**src/rtl/core/glm_ram.sv**
```systemverilog
// Generic single-write, single-read RAM with registered read data.
`timescale 1ns / 1ps
module glm_ram #(
   parameter int WIDTH = 8,
   parameter int DEPTH = 256
) (
   input  logic                     clock,
   input  logic                     wr_en,
   input  logic [$clog2(DEPTH)-1:0] wr_addr,
   input  logic [WIDTH-1:0]         wr_data,
   input  logic                     rd_en,
   input  logic [$clog2(DEPTH)-1:0] rd_addr,
   output logic [WIDTH-1:0]         rd_data
);
   logic [WIDTH-1:0] mem_ff [DEPTH];
   logic [WIDTH-1:0] rd_data_ff;

   always_ff @(posedge clock) begin
      if (wr_en) mem_ff[wr_addr] <= wr_data;
      if (rd_en) rd_data_ff <= mem_ff[rd_addr];
   end

   assign rd_data = rd_data_ff;
endmodule

```
**config.mk**
```make
export PLATFORM = sky130hd
export DESIGN_NAME = glm_ram
export DESIGN_NICKNAME = d
export VERILOG_FILES = /design/src/rtl/core/glm_ram.sv
export SDC_FILE = /design/constraint.sdc
export NUM_CORES = 2
export LEC_CHECK = 0
export ABC_CLOCK_PERIOD_IN_PS = 2200
export BUFFER_PORTS_ARGS = -buffer_cell sky130_fd_sc_hd__buf_2
export CAP_MARGIN = 5
export CORE_MARGIN = 8
export CORE_UTILIZATION = 50
export DETAILED_ROUTE_END_ITERATION = 7
export PLACE_DENSITY = 0.8
export SYNTH_ARGS = -nofsm -noshare
export SYNTH_HDL_FRONTEND = slang
export SYNTH_SLANG_ARGS = --single-unit
```
**constraint.sdc**
```tcl
create_clock -name clock -period 2.2 [get_ports clock]
set_clock_uncertainty 0.2 [all_clocks]
set_input_delay 0.11 -clock clock [delete_from_list [all_inputs] [get_ports clock]]
set_output_delay 0.11 -clock clock [all_outputs]
set_load 0.05 [all_outputs]
```
==> impl_metrics.env <==
export IMPL_outcome="finished with violations"
export IMPL_violations="setup timing"
export IMPL_ant_nets=0
export IMPL_htree_num_levels=4
export IMPL_r2r_start="mem_ff[84][0]"
export IMPL_die_area_um2=172300
export IMPL_wl_per_cell_um=31.36
export IMPL_synth_edf_count=2056
export IMPL_r2r_end="rd_data[0]"
export IMPL_synth_seq_cells=2056
export IMPL_crit_type="flop to flop"
export IMPL_reg2reg_depth=6
export IMPL_ios=35
export IMPL_synth_top_family_by_area="multiplexers"
export IMPL_cts_buffers=192
export IMPL_cp_start_kind="flop"
export IMPL_drive_gt1_frac=0.3344
export IMPL_holdWs_ns=0.07726
export IMPL_whs_endpoint="mem_ff[221][7]"
export IMPL_slew_violations=0
export IMPL_worst_path_max_fanout=1
export IMPL_fmax_ghz=0.3557
export IMPL_syn_area_um2=79640
export IMPL_overflow=0
export IMPL_clockRootBuffer="clkbuf_16"
export IMPL_synth_simple_area_share=0.02625
export IMPL_hold_violations=0
export IMPL_drc_errors=0
export IMPL_min_delay_start="wr_addr[0]"
export IMPL_grtUsageTotal=0.2392
export IMPL_hp_class="input pin to flop"
export IMPL_synthesis_instances=3733
export IMPL_arrival_ns=3.20
export IMPL_post_synth_cell_area_avg_um2=21.33
export IMPL_place_hpwl_mm=130.3
export IMPL_design_area_um2=94740
export IMPL_fin_nets=4517
export IMPL_synth_adder_area_share=0
export IMPL_period_share=1.278
export IMPL_stdcell_count=6730
export IMPL_synth_xor_area_frac=0
export IMPL_grt_max_degree=82
export IMPL_dpl_cell_area_um2=88000
export IMPL_port_buffers=34
export IMPL_yosysWarningCount=0
export IMPL_synth_mux_area_frac=0.1460
export IMPL_grt_setup_unrepaired="yes"
export IMPL_area_delta_synth_final_pct=18.97
export IMPL_via_per_inst=6.482
export IMPL_chipWidth_um=415.1
export IMPL_setup_viol=8
export IMPL_power_total_w=0.08069
export IMPL_clockBufferDepth=3
export IMPL_grt_pass1_vias=44386
export IMPL_worst_pin_slew_ns=0.7208
export IMPL_cp_end_kind="flop"
export IMPL_power_density_nw_per_um2=851.7
export IMPL_row_count=146
export IMPL_clk_pin_slew_worst_paths_ns=0.06
export IMPL_ys_flop_type="edfxtp_1"
export IMPL_critical_path_required_ns=2.59
export IMPL_cts_tree="done"
export IMPL_cap_violations=0
export IMPL_relSlewSlack=0.5195
export IMPL_post_cts_setup_buffers=0
export IMPL_grt_first_pass_wirelength_mm=304.7
export IMPL_antenna_found_initial=8
export IMPL_syn_nets=3760
export IMPL_peakVddDrop_mv=0.7833
export IMPL_synthDistinctLibCells=54
export IMPL_drtPass1Iterations=6
export IMPL_final_util=0.5989
export IMPL_place_inst=6345
export IMPL_first_iter_violations=6175
export IMPL_core_area_um2=158200
export IMPL_async_flop_share=0
export IMPL_drt_total_wl_mm=211.0
export IMPL_num_vias=43623
export IMPL_period_needed_ns=2.812
export IMPL_cts_sinks=2056
export IMPL_clk_latency_ns=0.84
export IMPL_worst_slack_ns=-0.6116
export IMPL_die_y_um=415.1
export IMPL_start_util=0.5034
export IMPL_p_leak_nw=30.84
export IMPL_place_gp_congestion=0.9057
export IMPL_synth_compound_area_frac=0.03416
export IMPL_r2r_slack_ns=-0.61
export IMPL_synth_seq_area_share=0.7753
export IMPL_min_path_cells=5
## cells in the mapped netlist, types with 24 or more instances
cell type | instances | area (µm²)
nor2_1 | 282 | 1059
nor4_1 | 24 | 150.1
mux2i_1 | 134 | 1341
nand2_1 | 33 | 123.9
clkbuf_1 | 111 | 416.7
buf_2 | 31 | 155.2
nor2b_1 | 31 | 193.9
a21oi_1 | 96 | 480.5
buf_4 | 27 | 202.7
edfxtp_1 | 2056 | 61740
o22ai_1 | 28 | 175.2
o221ai_1 | 46 | 402.9
mux4_2 | 454 | 10220
nand3_1 | 34 | 170.2
a22oi_1 | 133 | 998.5
## cell families after synthesis
kind of cell	count (synthesis)
multiplexers	591
buffers and inverters	235
AO/OA/AOI/OAI	385
flip-flops	2056
AND/OR/NAND/NOR	466
## layout make-up
type,instances,area (µm²)
fill,10309,63450
sequential,2056,61740
multi-input combinational,1442,16840
timing repair buffer,796,7391
clock buffer,231,5015
tap,2072,2592
clock inverter,120,1126
antenna,11,27.53
inverter,2,7.507
## per-stage QoR
| stage | setup TNS [ns] | setup slack [ns] |
|---|---|---|
| after floorplan | -0.4507 | -0.06740 |
| after global placement | -9.320 | -1.405 |
| after detailed placement | -9.657 | -1.433 |
| after CTS | -25.75 | -0.5634 |
| after global routing | -3.523 | -0.6839 |
| final | -3.269 | -0.6116 |
## per-layer routing
metal	vias up	global-route usage	wire length (µm)
met5	-	0	27
met3	685	0.05822	25400
li1	17233	-	-
met1	22301	0.3024	71310
met2	3400	0.3884	102200
met4	4	0.1209	12090
## state kept, by name (all words and copies together) (netlist names)
name     cells
mem_ff    2048
rd_data      8
## worst max-delay path, stage by stage, from the launching register on
cell      delay (ns)
edfxtp_1        0.41
mux4_2          0.49
mux4_2          0.58
nor2b_4         0.18
nor4_4          0.45
buf_4           0.21
nor4_2          0.03
## worst max path at each step
stage                              start          to
after floorplan               rd_addr[0]  rd_data[0]
after global placement        rd_addr[0]  rd_data[5]
after detailed placement      rd_addr[0]  rd_data[5]
after CTS                 mem_ff[208][5]  rd_data[5]
after global routing       mem_ff[84][0]  rd_data[0]
final                      mem_ff[84][0]  rd_data[0]
## layout by cell type (no fill, tap or decap), drive strengths merged, types with 2 or more instances in the layout
cell	Yosys	layout
a2111oi	5	5
a211oi	16	16
a21oi	96	96
a221oi	14	14
a22o	8	8
a22oi	133	133
a311oi	2	2
a31oi	2	2
and2	6	6
and3b	2	2
buf	122	764
bufinv	0	14
clkbuf	111	239
clkinv	1	93
clkinvlp	0	9
diode	0	11
dlygate4sd3	0	23
edfxtp	2056	2056
inv	1	6
mux2i	134	134
mux4	456	456
nand2	33	33
nand2b	8	8
nand3	34	34
nand3b	2	2
nand4	10	10
nor2	282	282
nor2b	31	31
nor3	22	22
nor4	27	27
o211ai	10	10
o21ai	12	12
o221ai	47	47
o22a	5	5
o22ai	28	28
o32ai	5	5
or2	4	4
## power by group
part	leakage (nW)	total, W	internal (W)	switching, W
registers	18.5	0.0433	0.0432	0.0000792
logic	9.39	0.00487	0.00198	0.00289
clock network	2.96	0.0326	0.0180	0.0146
## repair_timing
action | 4_1_cts | 5_1_grt
resized for setup | 44 | 19
endpoints found under the hold margin | 2795 | 3
setup endpoints to repair | 8 | 128
pin swaps | 19 | 15
hold buffers | 25 | 1
Power figures use the tool's default switching activity.
