`src/rtl/core/glm_pkg.sv`:
```
// Shared types, constants and elaboration-time helpers for the gamma mapper.
`timescale 1ns / 1ps
package glm_pkg;

   localparam int PixelBits   = 8;
   localparam int WordBits    = 32;
   localparam int WordLanes   = WordBits / PixelBits;
   localparam int TableDepth  = 256;
   localparam int GammaBits   = 16;
   localparam logic [GammaBits-1:0] GammaReset = 16'd4096;

   typedef enum logic [2:0] {
      ST_IDLE,
      ST_NORM,
      ST_LOG,
      ST_SCALE,
      ST_EXP,
      ST_SHIFT,
      ST_ROUND,
      ST_WRITE
   } glm_state_type;

   typedef struct packed {
      logic                 en;
      logic [7:0]           addr;
      logic [PixelBits-1:0] data;
   } glm_wr_type;

   typedef struct packed {
      logic busy;
   } glm_status_type;

   // Truncating integer square root, elaboration only.
   function automatic logic [63:0] isqrt64(input logic [63:0] x_in);
      logic [63:0] x;
      logic [63:0] r;
      logic [63:0] b;
      x = x_in;
      r = '0;
      b = 64'h4000_0000_0000_0000;
      for (int i = 0; i < 32; i++) begin
         if (b > x) b = b >> 2;
      end
      for (int i = 0; i < 32; i++) begin
         if (b != 0) begin
            if (x >= r + b) begin
               x = x - (r + b);
               r = (r >> 1) + b;
            end else begin
               r = r >> 1;
            end
            b = b >> 2;
         end
      end
      return r;
   endfunction

   // 2^(-2^-k) in Q30 for k = 1..16; entry 0 holds 1.0.
   function automatic logic [16:0][30:0] exp_consts();
      logic [16:0][30:0] c;
      logic [63:0]       t;
      c[0] = 31'(64'd1 << 30);
      t = isqrt64(64'd1 << 59);
      c[1] = t[30:0];
      for (int k = 2; k <= 16; k++) begin
         t = isqrt64({33'd0, c[k-1]} << 30);
         c[k] = t[30:0];
      end
      return c;
   endfunction

   // log2 in Q16 by repeated squaring, elaboration only.
   function automatic logic [18:0] log2_q16(input logic [7:0] x);
      logic [2:0]  e;
      logic [63:0] m;
      logic [15:0] frac;
      e    = '0;
      frac = '0;
      for (int i = 0; i < 8; i++) begin
         if (x[i]) e = 3'(i);
      end
      m = 64'(x) << (30 - e);
      for (int k = 0; k < 16; k++) begin
         m = (m * m) >> 30;
         frac = {frac[14:0], 1'b0};
         if (m >= (64'd2 << 30)) begin
            m = m >> 1;
            frac[0] = 1'b1;
         end
      end
      return {e, frac};
   endfunction

   localparam logic [16:0][30:0] ExpC  = exp_consts();
   localparam logic [18:0]       LgMax = log2_q16(8'd255);

endpackage

```
`src/rtl/core/glm_builder.sv`:
```
// Table builder: one shared multiplier walks log2, scale and exp2 per entry.
`timescale 1ns / 1ps
module glm_builder (
   input  logic                   clock,
   input  logic                   reset,
   input  logic                   csr_we,
   input  logic [15:0]            csr_data,
   output glm_pkg::glm_wr_type     wr,
   output glm_pkg::glm_status_type status
);
   import glm_pkg::*;

   glm_state_type state_ff, state_in;
   logic [7:0]  idx_ff,   idx_in;
   logic [15:0] gamma_ff, gamma_in;
   logic [30:0] m_ff,     m_in;
   logic [15:0] frac_ff,  frac_in;
   logic [2:0]  e_ff,     e_in;
   logic [3:0]  round_ff, round_in;
   logic [22:0] mag_ff,   mag_in;
   logic [7:0]  entry_ff, entry_in;

   logic [31:0] mul_a;
   logic [31:0] mul_b;
   logic [63:0] prod;
   logic [2:0]  top_bit;
   logic [31:0] sq;
   logic [18:0] lg_diff;
   logic [6:0]  whole;
   logic [39:0] scaled;
   logic [9:0]  y;

   always_ff @(posedge clock) begin
      if (reset) begin
         state_ff <= ST_NORM;
         idx_ff   <= '0;
         gamma_ff <= GammaReset;
      end else begin
         state_ff <= state_in;
         idx_ff   <= idx_in;
         gamma_ff <= gamma_in;
      end
      m_ff     <= m_in;
      frac_ff  <= frac_in;
      e_ff     <= e_in;
      round_ff <= round_in;
      mag_ff   <= mag_in;
      entry_ff <= entry_in;
   end

   always_comb begin
      top_bit = '0;
      for (int i = 0; i < 8; i++) begin
         if (idx_ff[i]) top_bit = 3'(i);
      end
   end

   always_comb begin
      unique case (state_ff)
         ST_LOG:   begin mul_a = {1'b0, m_ff};    mul_b = {1'b0, m_ff};      end
         ST_SCALE: begin mul_a = {13'd0, lg_diff}; mul_b = {16'd0, gamma_ff}; end
         ST_EXP:   begin
            mul_a = {1'b0, m_ff};
            mul_b = {1'b0, ExpC[5'(round_ff) + 5'd1]};
         end
         default:  begin mul_a = '0; mul_b = '0; end
      endcase
   end

   assign prod    = mul_a * mul_b;
   assign sq      = prod[61:30];
   assign lg_diff = LgMax - {e_ff, frac_ff};
   assign whole   = mag_ff[22:16];
   assign scaled  = 40'(m_ff) * 40'd255 + 40'(33'd1 << 25);
   assign y       = scaled[39:30];

   // Next state.
   always_comb begin
      state_in = state_ff;
      if (csr_we) begin
         state_in = ST_NORM;
      end else begin
         unique case (state_ff)
            ST_IDLE:  state_in = ST_IDLE;
            ST_NORM:  state_in = (idx_ff == 8'd0) ? ST_WRITE : ST_LOG;
            ST_LOG:   state_in = (round_ff == 4'd15) ? ST_SCALE : ST_LOG;
            ST_SCALE: state_in = ST_EXP;
            ST_EXP:   state_in = (round_ff == 4'd15) ? ST_SHIFT : ST_EXP;
            ST_SHIFT: state_in = ST_ROUND;
            ST_ROUND: state_in = ST_WRITE;
            ST_WRITE: state_in = (idx_ff == 8'd255) ? ST_IDLE : ST_NORM;
            default:  state_in = ST_IDLE;
         endcase
      end
   end

   // Datapath and outputs.
   always_comb begin
      idx_in   = idx_ff;
      gamma_in = gamma_ff;
      m_in     = m_ff;
      frac_in  = frac_ff;
      e_in     = e_ff;
      round_in = round_ff;
      mag_in   = mag_ff;
      entry_in = entry_ff;
      wr.en    = 1'b0;
      wr.addr  = idx_ff;
      wr.data  = entry_ff;
      unique case (state_ff)
         ST_NORM: begin
            e_in     = top_bit;
            m_in     = 31'(idx_ff) << (5'd30 - 5'(top_bit));
            frac_in  = '0;
            round_in = '0;
            entry_in = (gamma_ff == 16'd0) ? 8'd255 : 8'd0;
         end
         ST_LOG: begin
            frac_in  = {frac_ff[14:0], sq[31]};
            m_in     = sq[31] ? sq[31:1] : sq[30:0];
            round_in = round_ff + 4'd1;
         end
         ST_SCALE: begin
            mag_in   = prod[34:12];
            m_in     = 31'(32'd1 << 30);
            round_in = '0;
         end
         ST_EXP: begin
            if (mag_ff[4'd15 - round_ff]) m_in = prod[60:30];
            round_in = round_ff + 4'd1;
         end
         ST_SHIFT: m_in = (whole >= 7'd31) ? '0 : (m_ff >> whole);
         ST_ROUND: entry_in = (y > 10'd255) ? 8'd255 : y[7:0];
         ST_WRITE: begin
            wr.en  = 1'b1;
            idx_in = idx_ff + 8'd1;
         end
         default: ;
      endcase
      if (csr_we) begin
         gamma_in = csr_data;
         idx_in   = '0;
         wr.en    = 1'b0;
      end
   end

   assign status.busy = (state_ff != ST_IDLE);
endmodule

```
`config.mk`:
```
export PLATFORM = sky130hd
export DESIGN_NAME = glm_builder
export DESIGN_NICKNAME = d
export VERILOG_FILES = /design/src/rtl/core/glm_pkg.sv /design/src/rtl/core/glm_builder.sv
export SDC_FILE = /design/constraint.sdc
export NUM_CORES = 2
export LEC_CHECK = 0
export BUFFER_PORTS_ARGS = -buffer_cell sky130_fd_sc_hd__buf_2
export CAP_MARGIN = 20
export CORE_MARGIN = 2
export CORE_UTILIZATION = 30
export CTS_CLUSTER_DIAMETER = 60
export CTS_CLUSTER_SIZE = 8
export DETAILED_ROUTE_END_ITERATION = 7
export PLACE_DENSITY = 0.43
export SYNTH_ARGS = -nofsm -noshare
export SYNTH_HDL_FRONTEND = slang
export SYNTH_SLANG_ARGS = --single-unit
```
`constraint.sdc`:
```
create_clock -name clock -period 11.1 [get_ports clock]
set_input_delay 0.555 -clock clock [delete_from_list [all_inputs] [get_ports clock]]
set_output_delay 0.555 -clock clock [all_outputs]
set_load 0.01 [all_outputs]
```
==> flow_summary.json <==
{
  "status": "complete, no violations",
  "synth_edf_count": 85,
  "core_area_um2": 147500,
  "maxSlewViolCount": 0,
  "fin_nets": 6401,
  "tns_ns": 0,
  "crit_type": "flop to flop",
  "required_ns": 11.26,
  "power.density_nw_per_um2": 87.62,
  "drt_first_pass_iters": 8,
  "core.rowCount": 141,
  "start_util_pct": 30.16,
  "dp_hpwl_um": 143200,
  "ys_types": 88,
  "drive_gt1_share_pct": 6.605,
  "netlist_instances": 5072,
  "clock_path_buffers": 2,
  "vias": 35450,
  "yosysWarnings": 0,
  "ir_worst_vdd_uv": 262.4,
  "synth_area_leaders": "fa_1 (44%), ha_1 (9.8%), inv_1 (8.8%)",
  "max-slew-margin-rel_pct": 29.05,
  "antenna_found_initial": 2,
  "drt_iter0_drc": 2881,
  "leakagePower_uw": 0.02275,
  "path_common_cell": "fa_1",
  "io_buffers": 36,
  "ant_nets": 0,
  "whs_ns": 0.3877,
  "postPlaceCellArea_um2": 47640,
  "crit_path_top_delay_cell": "a22o_1",
  "worst_setup_path_start_kind": "flop",
  "cts_buffers": 9,
  "p_total_uw": 4214,
  "rsz0062_at_grt": "false",
  "hold_violations": 0,
  "die_w_um": 389.0,
  "fillers": 15740,
  "synthArstFlopShare_pct": 0,
  "fp.dieH_um": 389.0,
  "path_max_fanout": 8,
  "synth_top_area_share_pct": 44.11,
  "grt_pass1_vias": 37280,
  "synth_common_cells": "inv_1 (1048), fa_1 (980), nand2_1 (671)",
  "setup_violations": 0,
  "cts_root_buffer": "clkbuf_16",
  "synth_seq_cells": 112,
  "crit_arrival_ns": 11.03,
  "grt_max_degree": 48,
  "grt_remaining_overflow": 0,
  "seq_area_frac_synth_pct": 6.954,
  "insertion_delay_ns": 0.40,
  "cts_tree": "yes",
  "vias_per_cell": 5.073,
  "cts.sinks": 112,
  "grt_pass1_wl_um": 253900,
  "period_share_pct": 97.94,
  "holdBufCountCts": 0,
  "syn_to_final_growth_pct": 8.130,
  "grt_use_total_pct": 22.89,
  "min_period_ns": 10.87,
  "design_area_um2": 48090,
  "mappedNetlistNets": 6421,
  "htree_levels": 3,
  "synthMostInstantiatedCell": "inv_1",
  "cp-end-kind": "flop",
  "synth_top_area_cell": "fa_1",
  "place.gp.congestion": 0.9445,
  "max_freq_mhz": 91.99,
  "skew_ns": 0.02321,
  "ios": 37,
  "dieArea_um2": 151300,
  "slowest_delay_ns": 0.82,
  "synthFlopType": "edfxtp_1",
  "drc_errors": 0,
  "syn_area_per_cell_um2": 8.769,
  "routed_wl_um": 170600,
  "tightestPinTransition_ns": 1.063,
  "path_clk_slew_ns": 0.10,
  "hp-class": "input port to flop",
  "syn-cell-area_um2": 44480,
  "post_drt_wl_per_cell_um": 24.42,
  "maxCapViolations": 0
}
-- timing repair --
| item | in CTS | in global routing |
|---|---|---|
| resized for setup | 0 | 12 |
| setup endpoints to repair | 0 | 27 |
| setup buffers | 0 | 7 |
-- sequential cells by signal (all words and copies together) (netlist names) --
name and cells:
state_ff 3, mag_ff 23, idx_ff 8, m_ff 31, entry_ff 8, frac_ff 16, round_ff 4, gamma_ff 16
e_ff 3
-- layout make-up --
class	count	area [um2]	area share, %
repair buffers	239	1754	3.648
multi-input cells	3639	36540	75.99
flip-flops and latches	112	3094	6.434
diodes	1	2.502	0.005203
clock buffers	9	225.2	0.4683
inverters	1051	3950	8.214
well taps	1930	2415	5.021
clock inverters	7	106.4	0.2211
-- per-layer routing --
| metal | global-route usage, % | wire length (um) | up-vias |
|---|---|---|---|
| li1 | - | - | 15630 |
| met2 | 37.27 | 79620 | 921 |
| met4 | 6.610 | 6178 | 0 |
| met5 | 0 | 0 | - |
| met3 | 2.603 | 8344 | 156 |
| met1 | 32.04 | 76500 | 18750 |
-- final timing paths --
check | end | start | slack [ns] | cells after the start
setup / recovery | m_ff[21] | frac_ff[1] | 0.23 | 28
hold / removal | gamma_ff[12] | csr_data[12] | 0.39 | 2
setup reg to reg | m_ff[21] | frac_ff[1] | 0.23 | 28
hold reg to reg | gamma_ff[0] | gamma_ff[0] | 0.59 | 2
-- report_power, final --
part | total, uW | leakage, uW | internal (uW) | switching, uW
registers | 590 | 0.00113 | 497 | 92.8
logic | 3250 | 0.0215 | 1280 | 1970
clock network | 376 | 0.000157 | 185 | 191
-- placed cells by master, fill, tap and decap left out, types with 23 or more instances in the layout --
| cell | count |
|---|---|
| nor2_1 | 549 |
| edfxtp_1 | 85 |
| mux2i_1 | 69 |
| inv_1 | 1048 |
| o21ai_0 | 92 |
| and2_1 | 32 |
| a21oi_1 | 159 |
| buf_2 | 36 |
| a31oi_1 | 23 |
| fa_1 | 980 |
| xor2_1 | 33 |
| nor3_1 | 30 |
| buf_4 | 199 |
| a22oi_1 | 27 |
| nand2b_1 | 51 |
| nor2b_1 | 31 |
| a211oi_1 | 24 |
| xnor2_1 | 50 |
| nand3_1 | 39 |
| dfxtp_1 | 26 |
| ha_1 | 349 |
| nand2_1 | 671 |
| o21a_1 | 25 |
| nand4_1 | 39 |
| and3_1 | 40 |
| a21o_1 | 39 |
-- kinds of logic (layout without fill, tap and decap cells) --
kind of cell | after synthesis | count (layout) | synth area share, %
AOI/OAI and AO/OA | 596 | 596 | 8.946
muxes | 91 | 91 | 2.540
xor gates and xnor gates | 86 | 86 | 1.753
buffers and inverters | 1322 | 1306 | 11.22
and+or+nand+nor | 1534 | 1535 | 14.60
adders and majority gates | 1331 | 1331 | 53.98
other | 0 | 1 | 0
DFF | 112 | 112 | 6.954
-- worst max-delay path: cells and delay by family (launching register included) --
| family | cells | cell delay [ns] |
|---|---|---|
| DFF | 1 | 0.46 |
| AOI/OAI and AO/OA | 7 | 3.22 |
| adders and majority gates | 10 | 4.85 |
| xor gates and xnor gates | 2 | 0.36 |
| and+or+nand+nor | 6 | 1.57 |
| buffers and inverters | 3 | 0.16 |
-- metrics by stage --
step	std cells	setup slack, ns	util, %
floorplan	5072	1.185	-
global placement	6963	0.2458	32.30
detailed placement	6963	0.2882	32.30
CTS	6979	0.2385	32.53
global route	6987	0.01209	32.61
finish	6988	0.2292	32.61
Note: power is estimated with default switching activity, not from simulation.
