**config.mk**
```make
export PLATFORM = sky130hd
export DESIGN_NAME = glm_merge_flat
export DESIGN_NICKNAME = d
export VERILOG_FILES = /design/src/rtl/core/glm_pkg.sv /design/src/rtl/core/glm_if.sv /design/src/rtl/core/glm_merge.sv /design/src/flat_wrapper.sv
export SDC_FILE = /design/constraint.sdc
export NUM_CORES = 1
export LEC_CHECK = 0
export BUFFER_PORTS_ARGS = -buffer_cell sky130_fd_sc_hd__buf_2
export CAP_MARGIN = 20
export CORE_MARGIN = 5
export CORE_UTILIZATION = 40
export CTS_BUF_LIST = sky130_fd_sc_hd__clkbuf_8
export CTS_CLUSTER_DIAMETER = 40
export CTS_CLUSTER_SIZE = 10
export DETAILED_ROUTE_END_ITERATION = 6
export GPL_TIMING_DRIVEN = 0
export PLACE_DENSITY = 0.88
export SYNTH_ARGS = -nofsm -noshare
export SYNTH_HDL_FRONTEND = slang
export SYNTH_SLANG_ARGS = --single-unit
```
**constraint.sdc**
```tcl
create_clock -name clock -period 2.5 [get_ports clock]
set_input_delay 0.375 -clock clock [delete_from_list [all_inputs] [get_ports clock]]
set_output_delay 0.375 -clock clock [all_outputs]
set_load 0.01 [all_outputs]
```
**src/rtl/core/glm_pkg.sv**
```systemverilog
// Shared types, constants and elaboration-time helpers for the gamma mapper.
`timescale 1ns / 1ps
package glm_pkg;

   localparam int PixelBits   = 8;
   localparam int WordBits    = 32;
   localparam int WordLanes   = WordBits / PixelBits;
   localparam int TableDepth  = 256;
   localparam int GammaBits   = 16;
   localparam logic [GammaBits-1:0] GammaReset = 16'd4096;

   typedef enum logic [2:0] {
      ST_IDLE,
      ST_NORM,
      ST_LOG,
      ST_SCALE,
      ST_EXP,
      ST_SHIFT,
      ST_ROUND,
      ST_WRITE
   } glm_state_type;

   typedef struct packed {
      logic                 en;
      logic [7:0]           addr;
      logic [PixelBits-1:0] data;
   } glm_wr_type;

   typedef struct packed {
      logic busy;
   } glm_status_type;

   // Truncating integer square root, elaboration only.
   function automatic logic [63:0] isqrt64(input logic [63:0] x_in);
      logic [63:0] x;
      logic [63:0] r;
      logic [63:0] b;
      x = x_in;
      r = '0;
      b = 64'h4000_0000_0000_0000;
      for (int i = 0; i < 32; i++) begin
         if (b > x) b = b >> 2;
      end
      for (int i = 0; i < 32; i++) begin
         if (b != 0) begin
            if (x >= r + b) begin
               x = x - (r + b);
               r = (r >> 1) + b;
            end else begin
               r = r >> 1;
            end
            b = b >> 2;
         end
      end
      return r;
   endfunction

   // 2^(-2^-k) in Q30 for k = 1..16; entry 0 holds 1.0.
   function automatic logic [16:0][30:0] exp_consts();
      logic [16:0][30:0] c;
      logic [63:0]       t;
      c[0] = 31'(64'd1 << 30);
      t = isqrt64(64'd1 << 59);
      c[1] = t[30:0];
      for (int k = 2; k <= 16; k++) begin
         t = isqrt64({33'd0, c[k-1]} << 30);
         c[k] = t[30:0];
      end
      return c;
   endfunction

   // log2 in Q16 by repeated squaring, elaboration only.
   function automatic logic [18:0] log2_q16(input logic [7:0] x);
      logic [2:0]  e;
      logic [63:0] m;
      logic [15:0] frac;
      e    = '0;
      frac = '0;
      for (int i = 0; i < 8; i++) begin
         if (x[i]) e = 3'(i);
      end
      m = 64'(x) << (30 - e);
      for (int k = 0; k < 16; k++) begin
         m = (m * m) >> 30;
         frac = {frac[14:0], 1'b0};
         if (m >= (64'd2 << 30)) begin
            m = m >> 1;
            frac[0] = 1'b1;
         end
      end
      return {e, frac};
   endfunction

   localparam logic [16:0][30:0] ExpC  = exp_consts();
   localparam logic [18:0]       LgMax = log2_q16(8'd255);

endpackage

```
**src/rtl/core/glm_if.sv**
```systemverilog


interface glm_rsp_if;
   logic        valid;
   logic        ready;
   logic [31:0] mapped_word;
   logic        mapped_last;
   modport source (output valid, output mapped_word, output mapped_last, input ready);
   modport sink   (input valid, input mapped_word, input mapped_last, output ready);
endinterface


```
**src/rtl/core/glm_merge.sv**
```systemverilog
// Merge stage: gather lane bytes into the output word register.
`timescale 1ns / 1ps
module glm_merge #(
   parameter int USED_LANES = 4
) (
   input  logic                      clock,
   input  logic                      reset,
   input  logic                      in_valid,
   input  logic [USED_LANES*8-1:0]   in_lanes,
   input  logic                      in_last,
   output logic                      in_ready,
   glm_rsp_if.source                 rsp_if
);
   import glm_pkg::*;

   logic                rsp_valid_ff;
   logic [WordBits-1:0] word_ff, word_in;
   logic                last_ff;

   assign in_ready = !rsp_valid_ff || rsp_if.ready;

   always_comb begin
      word_in = '0;
      for (int k = 0; k < USED_LANES; k++) begin
         word_in[k*PixelBits +: PixelBits] = in_lanes[k*PixelBits +: PixelBits];
      end
   end

   always_ff @(posedge clock) begin
      if (reset) begin
         rsp_valid_ff <= 1'b0;
      end else if (in_ready) begin
         rsp_valid_ff <= in_valid;
      end
      if (in_ready && in_valid) begin
         word_ff <= word_in;
         last_ff <= in_last;
      end
   end

   assign rsp_if.valid       = rsp_valid_ff;
   assign rsp_if.mapped_word = word_ff;
   assign rsp_if.mapped_last = last_ff;
endmodule

```
**src/flat_wrapper.sv**
```systemverilog
// flat-port wrapper written by rule: the top's interface ports become plain ports
module glm_merge_flat import glm_pkg::*;
#(
   parameter int USED_LANES = 4
)
  (clock, reset, in_valid, in_lanes, in_last, in_ready, rsp_if_valid, rsp_if_mapped_word, rsp_if_mapped_last, rsp_if_ready);
  glm_rsp_if rsp_if_i ();
  input  logic clock;
  input  logic reset;
  input  logic in_valid;
  input  logic [USED_LANES*8-1:0] in_lanes;
  input  logic in_last;
  output logic in_ready;
  output wire logic [$bits(rsp_if_i.valid)-1:0] rsp_if_valid;
  output wire logic [$bits(rsp_if_i.mapped_word)-1:0] rsp_if_mapped_word;
  output wire logic [$bits(rsp_if_i.mapped_last)-1:0] rsp_if_mapped_last;
  input wire logic [$bits(rsp_if_i.ready)-1:0] rsp_if_ready;
  assign rsp_if_valid = rsp_if_i.valid;
  assign rsp_if_mapped_word = rsp_if_i.mapped_word;
  assign rsp_if_mapped_last = rsp_if_i.mapped_last;
  assign rsp_if_i.ready = rsp_if_ready;
  glm_merge #(.USED_LANES(USED_LANES)) u_core (.clock(clock), .reset(reset), .in_valid(in_valid), .in_lanes(in_lanes), .in_last(in_last), .in_ready(in_ready), .rsp_if(rsp_if_i));
endmodule
```
==> flow_summary.ini, run 1 <==
[sta]
worstMarginPinSlew_ps = 409
worst_slack_ps = 1260
final_max_slew_viol_count = 0
fin_tns_setup_ps = 0
fin_crit_sh = 0.496
holdWs_ps = 245
max_freq_ghz = 0.806
clock_skew_ps = 4.37
period_minus_slack_ps = 1240
setup_violations = 0
rsz0062_at_grt = false
maxSlewHeadroom = 0.727
hold_violations = 0

[worst_setup_path]
r2r_cells = 2
worstPathCellList = nand2b_4 > buf_2
crit_slowest_cell = dfxtp_1
cp-start-kind = flop
cp.arrival_ps = 870
setup.worst_path.end_class = output port
worstPathMaxFanout = 3
path_class = flop to output port
max_stage_delay_ps = 380
cp.required_ps = 2120

[grt]
grt_antenna_before_repair = 0
grt_pass1_wl_um = 3300
grt_usage = 0.133
grt_max_degree = 34
grt_overflow_total = 0
grt_pass1_vias = 733

[layout]
drive_above_1_share = 0.692
fillers = 188
area_growth_pct = 45.7
diodes = 0
final_nets = 153
post-route-util = 0.610

[floorplanning]
dieArea_sq_mm = 0.00374
die_w_um = 61.1
row_count = 18
fp.coreArea_sq_mm = 0.00250
initial_core_util = 0.418
io_pins = 72
die_y_um = 61.1

[pwr]
total_power_uw = 1140
irDropWorstVdd_uv = 559
powerDensity_mw_per_mm2 = 750
leakagePower_uw = 0.000667

[run]
drv_cap = 0

[logic_synthesis]
synth_top_cell_by_area = edfxtp_1
ys_async_sr_fraction = 0
synth_edf_count = 33
ys_ff_latch = 34
synth.top_cell.area_share = 0.947
ys_types = 6
yosys_most_used_dff = edfxtp_1
synthTopCellsByArea = edfxtp_1, dfxtp_1, nand2b_4
synth_warnings = 0
synth_cells = 38
yosys.cell_count.top_type = edfxtp_1
synth_nets = 75
ys_seq_area_frac = 0.967
synth.cell_area_sq_mm = 0.00105
syn_area_per_cell_sq_um = 27.5

[drt]
routed_wl_um = 2180
drc = 0
first_pass_iters = 4
via_per_inst = 4.33
drt_iter0_markers = 10
ant_nets = 0
num_vias = 637
wl_per_cell_um = 14.8

[cts]
postCtsSetupBuffers = 0
hold_buffers = 0
cts_buffer_depth = 2
cts.sinks = 34
h-tree-depth = 2
clock_latency_ps = 280
cts_buffers = 5
clkSlewWorstSetupHoldPaths_ps = 70
cts_tree = yes
cts-root-buf = clkbuf_8
post_cts_resize_count = 0

[place]
io_buffers = 71
place_congestion = 0.672
dp_slack_ps = 1140

[worst_hold_path]
hold_class = input pin to flop
hold_depth = 2

[status]
outcome = completed
==> layout make-up <==
cell class | count | area [sq um] | share of cell area
Multi-Input combinational cell | 3 | 31.3 | 0.0205
Tap cell | 30 | 37.5 | 0.0246
Clock buffer | 5 | 68.8 | 0.0452
Timing Repair Buffer | 71 | 355 | 0.233
Clock inverter | 3 | 16.3 | 0.0107
Sequential cell | 34 | 1010 | 0.663
Inverter | 1 | 3.75 | 0.00246
==> flip-flops by register name (all words and copies together), names as in the netlist <==
| register | count |
|---|---|
| u_core.rsp_if.mapped_last | 1 |
| u_core.rsp_if.valid | 1 |
| u_core.rsp_if.mapped_word | 32 |
==> through the flow <==
step / instance area [sq um] / cells
after floorplan: 1050 / 38
after global placement: 1440 / 139
after detailed placement: 1440 / 139
after CTS: 1520 / 147
after global routing: 1520 / 147
final: 1520 / 147
==> cells in the final DEF (no fill, tap or decap) <==
cell and count:
buf_2 71, edfxtp_1 33, clkbuf_8 5, nand2b_4 1, inv_1 1, a21oi_2 1, and2_4 1, clkinv_1 1
clkinvlp_4 1, clkinv_2 1, dfxtp_1 1
==> final timing paths <==
path	from	endpoint	slack (ps)
worst min register to register	u_core.rsp_if.valid$_SDFFE_PP0P_	u_core.rsp_if.valid$_SDFFE_PP0P_	510
worst max-delay path	u_core.rsp_if.valid$_SDFFE_PP0P_	in_ready	1260
worst min-delay path	reset	u_core.rsp_if.valid$_SDFFE_PP0P_	240
worst max register to register	u_core.rsp_if.valid$_SDFFE_PP0P_	u_core.rsp_if.mapped_word[13]$_DFFE_PP_	1310
==> logic make-up after synthesis <==
logic type	count (synthesis)	synth area share
flops	34	0.967
compound gates	1	0.00837
simple gates	2	0.0215
buf+inv	1	0.00359
==> where the power goes <==
part	switching (uW)	internal [uW]
Combinational	50.5	43.5
Clock	186	190
Sequential	7.54	665
Total	245	898
==> routing by layer <==
metal	routed length, um	track usage
met2	1060	0.204
met1	674	0.129
met3	404	0.0985
met5	0	0
met4	36	0.0743
==> critical path, delay by kind of cell, from the launching register on <==
family        cells  cell delay [ps]
buf+inv           1              140
flops             1              380
simple gates      1               70
No activity file was read; power rests on OpenSTA's default activity.
==> run 2: changes to the inputs <==
==> constraint.sdc (replaced) <==
create_clock -name clock -period 1.2 [get_ports clock]
set_input_delay 0.18 -clock clock [delete_from_list [all_inputs] [get_ports clock]]
set_output_delay 0.18 -clock clock [all_outputs]
set_load 0.01 [all_outputs]
==> run 2 against run 1 <==
Critical endpoint unchanged. Setup slack got worse by 1100 ps. Largest power group unchanged. First-iteration DRC count decreased by 40%. Via count increased by 2.2%.
==> flow_summary.ini, run 2 (synthesis gave the netlist of run 1 again) <==
[drt]
ant_nets = 0
drt_iter0_markers = 6
wl_per_cell_um = 15.1
drc = 0
routed_wl_um = 2240
via_per_inst = 4.40
first_pass_iters = 3
num_vias = 651

[worst_hold_path]
hold_start = reset
hold_class = input pin to flop

[sta]
hold_violations = 0
worst_slack_ps = 143
worstMarginPinSlew_ps = 228
fin_crit_sh = 0.881
max_freq_ghz = 0.946
rsz0062_at_grt = false
fin_tns_setup_ps = 0
setup_violations = 0
period_minus_slack_ps = 1060
final_max_slew_viol_count = 0
clock_skew_ps = 4.12
maxSlewHeadroom = 0.848
holdWs_ps = 52.2

[place]
dp_slack_ps = 12.9
place_congestion = 0.672
io_buffers = 71

[worst_setup_path]
cp-start-kind = flop
cp.arrival_ps = 880
path_class = flop to output port
cp-startpoint = u_core.rsp_if.valid$_SDFFE_PP0P_
r2r_cells = 2
r2r-start = u_core.rsp_if.valid$_SDFFE_PP0P_
crit_end = in_ready
regToRegEndpoint = u_core.rsp_if.mapped_word[13]$_DFFE_PP_
cp.required_ps = 1020
worstPathMaxFanout = 4
setup.worst_path.end_class = output port
r2r_slack_ps = 170

[layout]
final_nets = 154
drive_above_1_share = 0.695
diodes = 0
layout_commonest_cell = buf_2
post-route-util = 0.613
final_cell_mix = buf_2, edfxtp_1, clkbuf_8
area_growth_pct = 46.5
largest_reg_flops = 32

[floorplanning]
fp.coreArea_sq_mm = 0.00250
dieArea_sq_mm = 0.00374
io_pins = 72
row_count = 18
die_y_um = 61.1
initial_core_util = 0.418
die_w_um = 61.1

[grt]
grt_pass1_wl_um = 3300
grt_pass1_vias = 733
grt_antenna_before_repair = 0
grt_max_degree = 34
grt_overflow_total = 0
grt_usage = 0.133

[cts]
cts_buffers = 5
cts.sinks = 34
cts_tree = yes
cts_buffer_depth = 2
clock_latency_ps = 270
cts-root-buf = clkbuf_8
h-tree-depth = 2
clkSlewWorstSetupHoldPaths_ps = 70
postCtsSetupBuffers = 0

[pwr]
irDropWorstVdd_uv = 1170
powerDensity_mw_per_mm2 = 1550
leakagePower_uw = 0.000672
total_power_uw = 2380

[status]
outcome = completed

[run]
drv_cap = 0
==> run 2: changes by cell type in the layout (fill, tap and decap cells not counted), sizes merged <==
cell | previous run | this run
and2 | 1 | 2
==> run 2: final cells by class <==
cell class / count / area (sq um)
Sequential cell: 34 / 1010
Fill cell: 188 / 967
Timing Repair Buffer: 71 / 355
Clock buffer: 5 / 68.8
Multi-Input combinational cell: 4 / 40.0
Tap cell: 30 / 37.5
Clock inverter: 3 / 16.3
Inverter: 1 / 3.75
==> run 2: worst max-delay path, stage by stage (launching register included) <==
cell and delay [ps]:
dfxtp_1 380, nand2b_4 80, buf_2 140
==> run 2: timing repair <==
action / CTS / global route
hold buffers: 0 / 0
endpoints found under the setup margin: 0 / 33
gates resized for setup: 0 / 1
==> run 2: routing by layer <==
metal | up-vias | track usage | wire, um
met5 | - | 0 | 0
met3 | 4 | 0.0985 | 403
li1 | 305 | - | -
met4 | 0 | 0.0743 | 37
met1 | 291 | 0.129 | 710
met2 | 51 | 0.204 | 1090
==> run 2: worst min-delay path by stage <==
stage	to	slack (ps)	cells after the start
floorplan	u_core.rsp_if.valid$_SDFFE_PP0P_	240	1
global placement	u_core.rsp_if.valid$_SDFFE_PP0P_	340	2
detailed placement	u_core.rsp_if.valid$_SDFFE_PP0P_	340	2
CTS	u_core.rsp_if.valid$_SDFFE_PP0P_	40	2
global route	u_core.rsp_if.valid$_SDFFE_PP0P_	30	2
finish	u_core.rsp_if.valid$_SDFFE_PP0P_	50	2
==> run 2: per-stage QoR <==
step,std cells,instance area (sq um)
finish,148,1530
global route,148,1530
CTS,147,1520
detailed placement,139,1440
global placement,139,1440
floorplan,38,1050
==> run 2: power by group <==
group	switching, uW	leakage, uW	internal [uW]	total [uW]
Clock	384	0.0000416	396	780
Combinational	108	0.000303	93.8	202
Sequential	15.8	0.000328	1380	1400
Total	508	0.000672	1870	2380
==> run 3: changes to the inputs <==
--- a/config.mk
+++ b/config.mk
@@ -5,7 +5,7 @@
 export SDC_FILE = /design/constraint.sdc
 export NUM_CORES = 1
 export LEC_CHECK = 0
-export BUFFER_PORTS_ARGS = -buffer_cell sky130_fd_sc_hd__buf_2
+export BUFFER_PORTS_ARGS = -buffer_cell sky130_fd_sc_hd__clkbuf_2
 export CAP_MARGIN = 20
 export CORE_MARGIN = 5
 export CORE_UTILIZATION = 40
==> constraint.sdc (replaced) <==
create_clock -name clock -period 1.2 [get_ports clock]
set_input_delay 0.18 -clock clock [delete_from_list [all_inputs] [get_ports clock]]
set_output_delay 0.18 -clock clock [all_outputs]
set_load 0.02 [all_outputs]
==> run 3 against run 2 <==
Setup slack got worse by 85 ps. Clock skew is 1.2 ps lower. Routed wire length is 3.8% lower. Maximum frequency is 7.4% lower. Register-to-register slack got worse by 110 ps. Largest cell class unchanged. Critical path depth stayed put. Largest power group unchanged. Die area unchanged. Clock-buffer cell count stayed put. Clock power down 3.6%. Flip-flop and latch count stayed put.
==> flow_summary.ini, run 3 (synthesis gave the netlist of run 1 again) <==
[worst_setup_path]
worstPathMaxFanout = 16
r2r_slack_ps = 60
r2r_cells = 2
regToRegEndpoint = u_core.rsp_if.mapped_word[27]$_DFFE_PP_
r2r-start = u_core.rsp_if.valid$_SDFFE_PP0P_
cp-start-kind = flop
setup.worst_path.end_class = flop
path_class = flop to flop
cp.arrival_ps = 1070
cp.required_ps = 1130

[pwr]
leakagePower_uw = 0.000691
total_power_uw = 2410
powerDensity_mw_per_mm2 = 1570
irDropWorstVdd_uv = 1120

[floorplanning]
fp.coreArea_sq_mm = 0.00250
io_pins = 72
die_w_um = 61.1
row_count = 18
dieArea_sq_mm = 0.00374
die_y_um = 61.1
initial_core_util = 0.418

[drt]
drt_iter0_markers = 4
first_pass_iters = 4
drc = 0
via_per_inst = 4.39
ant_nets = 0
wl_per_cell_um = 14.6
num_vias = 649
routed_wl_um = 2160

[layout]
layout_commonest_cell = clkbuf_2
final_nets = 154
final_cell_mix = clkbuf_2, edfxtp_1, clkbuf_8
fin_area_sq_mm = 0.00153
area_growth_pct = 46.2
diodes = 0
largest_reg_flops = 32
drive_above_1_share = 0.695

[sta]
holdWs_ps = 57.9
final_max_slew_viol_count = 0
maxSlewHeadroom = 0.745
worstMarginPinSlew_ps = 383
fin_tns_setup_ps = 0
setup_violations = 0
max_freq_ghz = 0.876
fin_crit_sh = 0.952
rsz0062_at_grt = false
clock_skew_ps = 2.89
hold_violations = 0
period_minus_slack_ps = 1140

[cts]
cts.sinks = 34
cts_tree = yes
clkSlewWorstSetupHoldPaths_ps = 60
cts-root-buf = clkbuf_8
cts_buffers = 5
cts_buffer_depth = 2
h-tree-depth = 2
clock_latency_ps = 270
post_cts_resize_count = 0
hold_buffers = 0
postCtsSetupBuffers = 0

[grt]
grt_usage = 0.126
grt_antenna_before_repair = 0
grt_max_degree = 34
grt_overflow_total = 0
grt_pass1_vias = 748
grt_pass1_wl_um = 3220

[worst_hold_path]
hold_start = reset
hold_depth = 2
holdPathEnd = u_core.rsp_if.valid$_SDFFE_PP0P_
hold_class = input pin to flop

[place]
io_buffers = 71
place_area_sq_mm = 0.00144
place_congestion = 0.617

[run]
drv_cap = 0

[status]
outcome = completed
## run 3: worst max path at each step
stage                                      from                                 endpoint  cells past startpoint
2_1_floorplan  u_core.rsp_if.valid$_SDFFE_PP0P_      u_core.rsp_if.mapped_last$_DFFE_PP_                      2
3_3_place_gp   u_core.rsp_if.valid$_SDFFE_PP0P_  u_core.rsp_if.mapped_word[13]$_DFFE_PP_                      2
3_5_place_dp   u_core.rsp_if.valid$_SDFFE_PP0P_   u_core.rsp_if.mapped_word[5]$_DFFE_PP_                      2
4_1_cts        u_core.rsp_if.valid$_SDFFE_PP0P_  u_core.rsp_if.mapped_word[16]$_DFFE_PP_                      2
5_1_grt        u_core.rsp_if.valid$_SDFFE_PP0P_  u_core.rsp_if.mapped_word[17]$_DFFE_PP_                      2
6_report       u_core.rsp_if.valid$_SDFFE_PP0P_  u_core.rsp_if.mapped_word[27]$_DFFE_PP_                      2
## run 3: area by class of cell
type | instances | area [sq um]
Multi-Input combinational cell | 4 | 38.8
Clock inverter | 3 | 12.5
Tap cell | 30 | 37.5
Sequential cell | 34 | 1010
Inverter | 1 | 3.75
Fill cell | 194 | 971
Clock buffer | 5 | 68.8
Timing Repair Buffer | 71 | 355
## run 3: per-stage QoR
stage	setup slack, ps	utilization	std cells
2_1_floorplan	31.4	-	38
3_3_place_gp	58.0	0.576	139
5_1_grt	22.9	0.612	148
6_report	57.9	0.612	148
3_5_place_dp	24.3	0.576	139
4_1_cts	12.2	0.609	147
## run 3: routing by layer
layer / GRT usage / vias to the layer above / part of all wire
met5: 0 / - / 0
met4: 0.0557 / 0 / 0.0088
met3: 0.0797 / 2 / 0.19
met2: 0.186 / 52 / 0.46
met1: 0.144 / 290 / 0.34
li1: - / 305 / -
## run 3: where the power goes
part	total (uW)	internal, uW	switching (uW)	leakage [uW]
registers	1400	1390	19.3	0.000328
clock network	752	389	363	0.0000468
logic	249	91.6	157	0.000317
total	2410	1870	539	0.000691
## run 3: critical path: stages, from the launching register on
cell	delay [ps]
dfxtp_2	340
nand2b_4	80
and2_2	390
